--- src/assert_macros.svh ---
// assertion macros shared by the speed mixer rtl
// no dependencies
`ifndef ASSERT_MACROS_SVH
`define ASSERT_MACROS_SVH
`ifndef SYNTHESIS
`define OWSM_ASSERT(lbl, clk, rst_n, prop, msg) \
  lbl: assert property (@(posedge clk) disable iff (!rst_n) prop) else $error(msg);
`define OWSM_ASSERT_RST(lbl, clk, prop, msg) \
  lbl: assert property (@(posedge clk) prop) else $error(msg);
`else
`define OWSM_ASSERT(lbl, clk, rst_n, prop, msg)
`define OWSM_ASSERT_RST(lbl, clk, prop, msg)
`endif
`endif

--- src/owsm_pkg.sv ---
// shared types, constants and rounding functions of the omni wheel speed mixer
// no dependencies
package owsm_pkg;

  localparam int MAX_WHEELS = 4;
  localparam int TRIG_BITS  = 16;
  localparam int TRIG_FRAC  = TRIG_BITS - 1;
  localparam int KW         = $clog2(MAX_WHEELS);

  localparam int TW  = TRIG_BITS + 1;
  localparam int PW  = 2 * TW;
  localparam int AW  = TW + 16;
  localparam int MW  = AW + 1;
  localparam int SW  = MW + 17;
  localparam int SSH = TRIG_FRAC + 7;
  localparam int OW  = SW - SSH + 1;
  localparam int SPW = OW + 1;
  localparam int TRW = 14;

  localparam int RSH = 31 - TRIG_BITS;

  localparam logic [30:0] SC1 = 31'd1686629713;
  localparam logic [30:0] SC3 = 31'd693598668;
  localparam logic [30:0] SC5 = 31'd85569306;
  localparam logic [30:0] SC7 = 31'd5026995;
  localparam logic [30:0] SC9 = 31'd172272;
  localparam logic [3:0][30:0] HORNER_C = {SC1, SC3, SC5, SC7};

  localparam logic [2:0] REG_ANGLE_A  = 3'd0;
  localparam logic [2:0] REG_ANGLE_B  = 3'd1;
  localparam logic [2:0] REG_ANGLE_C  = 3'd2;
  localparam logic [2:0] REG_ANGLE_D  = 3'd3;
  localparam logic [2:0] REG_SCALE    = 3'd4;
  localparam logic [2:0] REG_INVERT   = 3'd5;
  localparam logic [2:0] REG_WHEELS   = 3'd6;

  typedef struct packed {
    logic [KW-1:0]         k;
    logic                  last;
    logic                  en;
    logic                  inv;
    logic signed [15:0]    vx;
    logic signed [15:0]    vy;
    logic signed [TRW-1:0] turn;
  } side_t;

  typedef struct packed {
    logic [15:0] sin_ang;
    logic [15:0] cos_ang;
    logic [15:0] ch_ang;
    side_t       side;
  } job_t;

  function automatic logic signed [TW-1:0] rnd_trig(input logic signed [PW-1:0] v);
    logic [PW-1:0] mag;
    logic [PW-1:0] r;
    mag = v[PW-1] ? PW'(-v) : PW'(v);
    r   = (mag + (PW'(1) << (TRIG_FRAC - 1))) >> TRIG_FRAC;
    return v[PW-1] ? -$signed(r[TW-1:0]) : $signed(r[TW-1:0]);
  endfunction

  function automatic logic signed [OW-1:0] rnd_spd(input logic signed [SW-1:0] v);
    logic [SW-1:0] mag;
    logic [SW-1:0] r;
    mag = v[SW-1] ? SW'(-v) : SW'(v);
    r   = (mag + (SW'(1) << (SSH - 1))) >> SSH;
    return v[SW-1] ? -$signed(r[OW-1:0]) : $signed(r[OW-1:0]);
  endfunction

endpackage

--- src/owsm_issue.sv ---
// command holding register and wheel sequencer, one wheel job per cycle while adv is high
// depends on owsm_pkg
module owsm_issue (
  input  logic                   clk,
  input  logic                   rst_n,
  input  logic                   in_tvalid,
  output logic                   in_tready,
  input  logic [71:0]            in_tdata,
  input  logic [3:0][15:0]       angles,
  input  logic [3:0]             invert_mask,
  input  logic [2:0]             wheel_count,
  input  logic                   adv,
  output logic                   job_valid,
  output owsm_pkg::job_t         job
);
  import owsm_pkg::*;

  logic                  busy_r, busy_nxt;
  logic [KW-1:0]         k_r, k_nxt;
  logic signed [15:0]    vx_r, vy_r;
  logic [15:0]           h_r;
  logic                  en_r;
  logic signed [TRW-1:0] turn_r;
  logic [KW-1:0]         last_k;
  logic                  is_last;
  logic                  accept;
  logic [16:0]           tmag;
  logic [16:0]           tx;
  logic [32:0]           tprod;
  logic [15:0]           vt;
  logic [15:0]           wa;

  assign last_k  = (wheel_count <= 3'd3) ? KW'(2) :
                   (wheel_count >= 3'(MAX_WHEELS)) ? KW'(MAX_WHEELS - 1) :
                   KW'(wheel_count - 3'd1);
  assign is_last = (k_r == last_k);
  assign in_tready = !busy_r || (adv && is_last);
  assign accept  = in_tvalid && in_tready;

  assign vt    = in_tdata[47:32];
  assign tmag  = vt[15] ? (17'd0 - {1'b0, vt}) : {1'b0, vt};
  assign tx    = {tmag[15:0], 1'b0} + 17'd5;
  assign tprod = tx * 16'd52429;

  always_comb begin
    busy_nxt = busy_r;
    k_nxt    = k_r;
    if (busy_r && adv) begin
      if (is_last) begin
        busy_nxt = 1'b0;
      end else begin
        k_nxt = k_r + KW'(1);
      end
    end
    if (accept) begin
      busy_nxt = 1'b1;
      k_nxt    = '0;
    end
  end

  always_ff @(posedge clk) begin
    if (!rst_n) begin
      busy_r <= 1'b0;
      k_r    <= '0;
    end else begin
      busy_r <= busy_nxt;
      k_r    <= k_nxt;
    end
  end

  always_ff @(posedge clk) begin
    if (accept) begin
      vx_r   <= in_tdata[15:0];
      vy_r   <= in_tdata[31:16];
      h_r    <= in_tdata[63:48];
      en_r   <= in_tdata[64];
      turn_r <= vt[15] ? -$signed({1'b0, tprod[31:19]}) : $signed({1'b0, tprod[31:19]});
    end
  end

  assign wa        = h_r + angles[k_r];
  assign job_valid = busy_r;

  always_comb begin
    job.sin_ang   = wa;
    job.cos_ang   = wa + 16'd16384;
    job.ch_ang    = h_r + 16'd16384;
    job.side.k    = k_r;
    job.side.last = is_last;
    job.side.en   = en_r;
    job.side.inv  = invert_mask[k_r];
    job.side.vx   = vx_r;
    job.side.vy   = vy_r;
    job.side.turn = turn_r;
  end
endmodule

--- config.mk ---
export PLATFORM = sky130hd
export DESIGN_NAME = owsm_issue
export DESIGN_NICKNAME = d
export VERILOG_FILES = /design/src/assert_macros.svh /design/src/owsm_pkg.sv /design/src/owsm_issue.sv
export SDC_FILE = /design/constraint.sdc
export NUM_CORES = 1
export LEC_CHECK = 0
export BUFFER_PORTS_ARGS = -buffer_cell sky130_fd_sc_hd__buf_2
export CORE_MARGIN = 4
export CORE_UTILIZATION = 33
export CTS_CLUSTER_SIZE = 8
export DETAILED_ROUTE_END_ITERATION = 10
export SETUP_SLACK_MARGIN = 0.05
export SLEW_MARGIN = 20
export SYNTH_ARGS = -nofsm -noshare
export SYNTH_HDL_FRONTEND = slang
export SYNTH_SLANG_ARGS = --single-unit
--- constraint.sdc ---
create_clock -name clk -period 11.3 [get_ports clk]
set_input_delay 1.13 -clock clk [delete_from_list [all_inputs] [get_ports clk]]
set_output_delay 1.13 -clock clk [all_outputs]
set_load 0.02 [all_outputs]
== Yosys cells after proc, flatten, opt, wreduce, memory -nomap -nowiden ==
Index checks and enable logic that the tools add are counted.
Word-level totals
  logic and storage cells: 44
  register bits after elaboration: 66
  output and inout bits: 101
  input bits: 147
  latch bits: 0
  bits in writable memories: 0
  memories kept: 0
  memory bits (read-only): 0
Cells by class
  add/sub/neg operators: 8
  bitwise gates (word level): 2
  divide/modulo/power cells: 0
  shift operators: 0
  multiply operators: 1
  $lt $le $gt $ge: 3
  reduce and logical (&&, ||, !) cells: 10
  multiplexer cells: 11
  eq/ne operators: 1
Operator list (number)
  adder 16 x 15 -> 16 bit (second input constant): 2
  binary-select mux 16 bit (select 2 bit): 1
  multiplier 17 x 16 -> 32 bit (second input constant): 1
  2-to-1 mux 16 bit: 2
  adder 17 x 3 -> 17 bit (second input constant): 1
  adder 16 bit: 1
  subtractor 1 x 16 -> 16 bit (first input constant): 1
  negator 13 -> 14 bit: 1
  2-to-1 mux 13 bit: 1
  2-to-1 mux 1 bit: 4
  2-to-1 mux 2 bit: 2
  AND reduction 2 bit: 2
  nonzero test 2 bit: 2
  greater-or-equal comparator 3 bit (second input constant): 1
  <= comparator 3 x 2 -> 1 bit (second input constant): 1
  logical AND 1 bit: 3
  less-than comparator 2 x 3 -> 1 bit (second input constant): 1
  adder 2 x 1 -> 2 bit (second input constant): 1
  binary-select mux 1 bit (select 2 bit): 1
  equality test 2 bit: 1
  inverter 1 bit: 2
  OR reduction 2 bit: 1
  subtractor 2 x 1 -> 2 bit (second input constant): 1
  logical NOT 1 bit: 1
  logical OR 1 bit: 1

== Depth between registers and ports, before layout ==
  depth after elaboration: 9
  depth in mapped cells: 34
  gate-level depth less buffers: 32

== Least setup slack after synthesis ==
Ideal clock, no wire load.
  kind: input -> register
  start: input port in_tdata[32]
  end: register turn_r[10] (data pin)
  stages on the path: 28
  path buffers: 1
  library setup time: 263 ps
  arrival: 9092 ps
  path slack: 1944 ps
  data required time: 11037 ps
  cells stage by stage: inv_1 > ha_1 > or3b_1 > o41ai_1 > xor2_1 > a211oi_1 > nand2_1 > or4_1 > xor2_1 > ha_1 > ha_1 > fa_1 > fa_1 > fa_1 > inv_1 > fa_1 > inv_1 > ha_1 > a21oi_1 > o21ai_0 > a221o_1 > a211oi_4 > nor4_1 > a311o_1 > or4_1 > buf_2 > o41ai_4 > xnor2_1
On the way
  longest elaborated chain between the ends: 6
Ends and longest elaborated chain
  from (decl): RTL line owsm_issue.sv:8  | input logic [71:0] in_tdata,
  subtractor 1 x 16 -> 16 bit: RTL line owsm_issue.sv:41  | assign tmag = vt[15] ? (17'd0 - {1'b0, vt}) : {1'b0, vt};
  2-to-1 mux 16 bit *: RTL line owsm_issue.sv:41
  adder 17 x 3 -> 17 bit *: RTL line owsm_issue.sv:42  | assign tx = {tmag[15:0], 1'b0} + 17'd5;
  multiplier 17 x 16 -> 32 bit *: RTL line owsm_issue.sv:43  | assign tprod = tx * 16'd52429;
  negator 13 -> 14 bit: RTL line owsm_issue.sv:77  | turn_r <= vt[15] ? -$signed({1'b0, tprod[31:19]}) : $signed({1'b0, tprod[31:19]});
  2-to-1 mux 13 bit *: RTL line owsm_issue.sv:77
  to (signal assigned): RTL line owsm_issue.sv:77
  to (decl): RTL line owsm_issue.sv:23  | logic signed [TRW-1:0] turn_r;
Every way passes the cells marked *; elsewhere a longest branch is shown, timed or not.
A chain may end at the register's enable or synchronous reset.

== Worst setup path after layout ==
Ends and elaborated chain as after synthesis.

==> flow_summary.json <==
{
  "post-route-drc-count": 0,
  "worst_setup_path_start_kind": "primary input",
  "hold_depth": 2,
  "antenna_found_initial": 2,
  "synth_edf_count": 63,
  "hold_buffers": 0,
  "cts_made_buffers": 9,
  "fin_crit_sh_pct": 90.6,
  "gp_congestion": 0.939,
  "multi_input_area_sq_um": 6370,
  "avgSynthCellArea_sq_um": 10.2,
  "synth_seq_cells": 66,
  "route.vias.total": 7052,
  "synthCells": 905,
  "hold_viol_final": 0,
  "start_util_pct": 33.4,
  "cp.required_ns": 11.37,
  "fin_skew_ns": 0.00771,
  "worst_skew_pair.late_latency_ns": 0.33,
  "mostFrequentLayoutCell": "buf_2",
  "hold_class": "register to register",
  "syn_area_sq_um": 9270,
  "die_x_um": 176,
  "yosysTopAreaCell": "edfxtp_1",
  "synth-async-reset-ratio_pct": 0,
  "rrSetupSlack_ns": 8.33,
  "h-tree-depth": 3,
  "grt_pass1_vias": 7249,
  "grt_usage_pct": 15.5,
  "cp_max_fo": 10,
  "rr_endpoint": "h_r[0]",
  "ys.flop_type": "edfxtp_1",
  "rsz0062_at_grt": "no",
  "fmax_ghz": 0.0976,
  "dr.pass1.iters": 4,
  "drive_gt1_share_pct": 25.8,
  "hpwlAfterDp_um": 21600,
  "postSynthNetCount": 1282,
  "final_antenna_net_count": 0,
  "regToRegStartpoint": "k_r[1]",
  "clk_path_buf_depth": 2,
  "final.min_clock_period_ns": 10.24,
  "slew_headroom_pct": 39.5,
  "vias_per_cell": 4.70,
  "drtIter0Drc": 351,
  "seq_area_frac_synth_pct": 21.1,
  "setup_viol": 0,
  "nets": 1494,
  "yosysWarnings": 0,
  "endpoint_kind": "register",
  "synth.distinct_cells": 66,
  "ff_latch_area_sq_um": 1950,
  "post_cts_resize_count": 0,
  "critPathMaxStageDelay_ns": 0.67,
  "crit_type": "primary input to register",
  "grt_max_degree": 43,
  "worstMarginPinSlew_ns": 0.906,
  "maxSlewViolCount": 0,
  "clkTransAtPathRegs_ns": 0.06,
  "min_to": "job_valid",
  "synth_area_leaders": "edfxtp_1 (20%), ha_1 (20%), fa_1 (18%)",
  "critical-path-slowest-cell": "or4_1",
  "cts.sinks": 66,
  "final_cell_mix": "buf_2 (240), inv_1 (179), ha_1 (146), fa_1 (84), edfxtp_1 (63)",
  "hp-start": "job_valid",
  "grt_pass1_wl_um": 38300,
  "maxCapViolations": 0,
  "setup-tns-final_ns": 0,
  "post-cts-setup-buffers": 0,
  "diodes": 0,
  "drt-wirelength-per-cell_um": 16.3,
  "worstPathArrival_ns": 10.31,
  "dieArea_sq_um": 30800,
  "coreArea_sq_um": 27800,
  "ff2ff_path_depth": 4,
  "ioPinCount": 248,
  "cts_root_buffer": "clkbuf_16",
  "wirelength_um": 24500,
  "area_delta_synth_final_pct": 18.5,
  "rows": 61,
  "io_buffer_count": 240,
  "dieHeight_um": 176,
  "fillCellCount": 2829,
  "synth_top_area_share_pct": 20.4,
  "tritoncts": "done",
  "grt_overflow": 0,
  "status": "finished clean"
}
## metrics by stage
step / hold WS, ns / utilization [%] / cells / cell area, sq um / setup WS, ns
6_report: 0.590 / 39.6 / 1500 / 11000 / 1.06
5_1_grt: 0.661 / 39.6 / 1500 / 11000 / 0.619
4_1_cts: 0.612 / 39.6 / 1500 / 11000 / 1.09
3_5_place_dp: 0.604 / 38.6 / 1484 / 10700 / 0.769
3_3_place_gp: 0.597 / 38.6 / 1484 / 10700 / 0.914
2_1_floorplan: 0.698 / - / 905 / 9270 / 1.94
## synth_stat cells, drive strengths merged, types with 5 or more instances
cell type and number:
inv 179, ha 146, fa 84, edfxtp 63, xnor2 57, nand2 37
a21oi 35, buf 34, o21ai 32, xor2 29, nor2 27, mux4 17
nor3 14, clkbuf 12, nand2b 11, o31ai 9, nand4 8, o21a 8
a21o 7, and2 7, or3 7, a211oi 6, a31oi 6, o41ai 6
nor2b 5
## kinds of logic (layout without fill, tap and decap cells)
family                     after synthesis  count (layout)  synth area share, %
and+or+nand+nor                        145             145                 8.19
buffers and inverters                  225             442                 10.4
AOI/OAI and AO/OA                      135             135                 10.0
adders and majority gates              230             230                 37.8
DFF                                     66              66                 21.1
muxes                                   18              18                 4.29
xor gates and xnor gates                86              86                 8.21
## worst max-delay path: cells and delay by family
kind	cells	cell delay (ns)
xor+xnor	3	0.49
simple gates	5	1.90
compound gates	8	2.79
fa+ha+maj	8	3.30
buf+inv	5	0.68
## state kept, by name, indices dropped and copies added, names as in the netlist
name and cells:
job_valid 1, k_r 2, vx_r 16, turn_r 14
en_r 1, h_r 16, vy_r 16
## worst max-delay path by stage
| stage | from | to | slack, ns | cells after the start |
|---|---|---|---|---|
| floorplan | in_tdata[32] | turn_r[10] | 1.94 | 28 |
| CTS | in_tdata[32] | turn_r[10] | 1.09 | 29 |
| global route | in_tdata[32] | turn_r[10] | 0.62 | 29 |
| global placement | in_tdata[32] | turn_r[10] | 0.91 | 29 |
| detailed placement | in_tdata[32] | turn_r[10] | 0.77 | 29 |
| finish | in_tdata[32] | turn_r[10] | 1.06 | 29 |
## routing by layer
metal	vias to the layer above	track usage (%)	wire, um
met5	-	0	11
met4	2	5.20	724
met3	40	2.67	1820
met2	233	28.7	12200
met1	3307	18.3	9680
li1	3470	-	-
## area by class of cell
class                      count  share of cell area (%)
clock buffer                   9                    2.05
timing repair buffer         247                    11.4
multi-input combinational    614                    57.9
tap                          378                    4.30
sequential                    66                    17.8
inverter                     179                    6.11
clock inverter                 7                   0.410
Power is left out: the tool's default activity adds up to more than one toggle a clock period on the data nets, which glitch-free logic cannot reach.
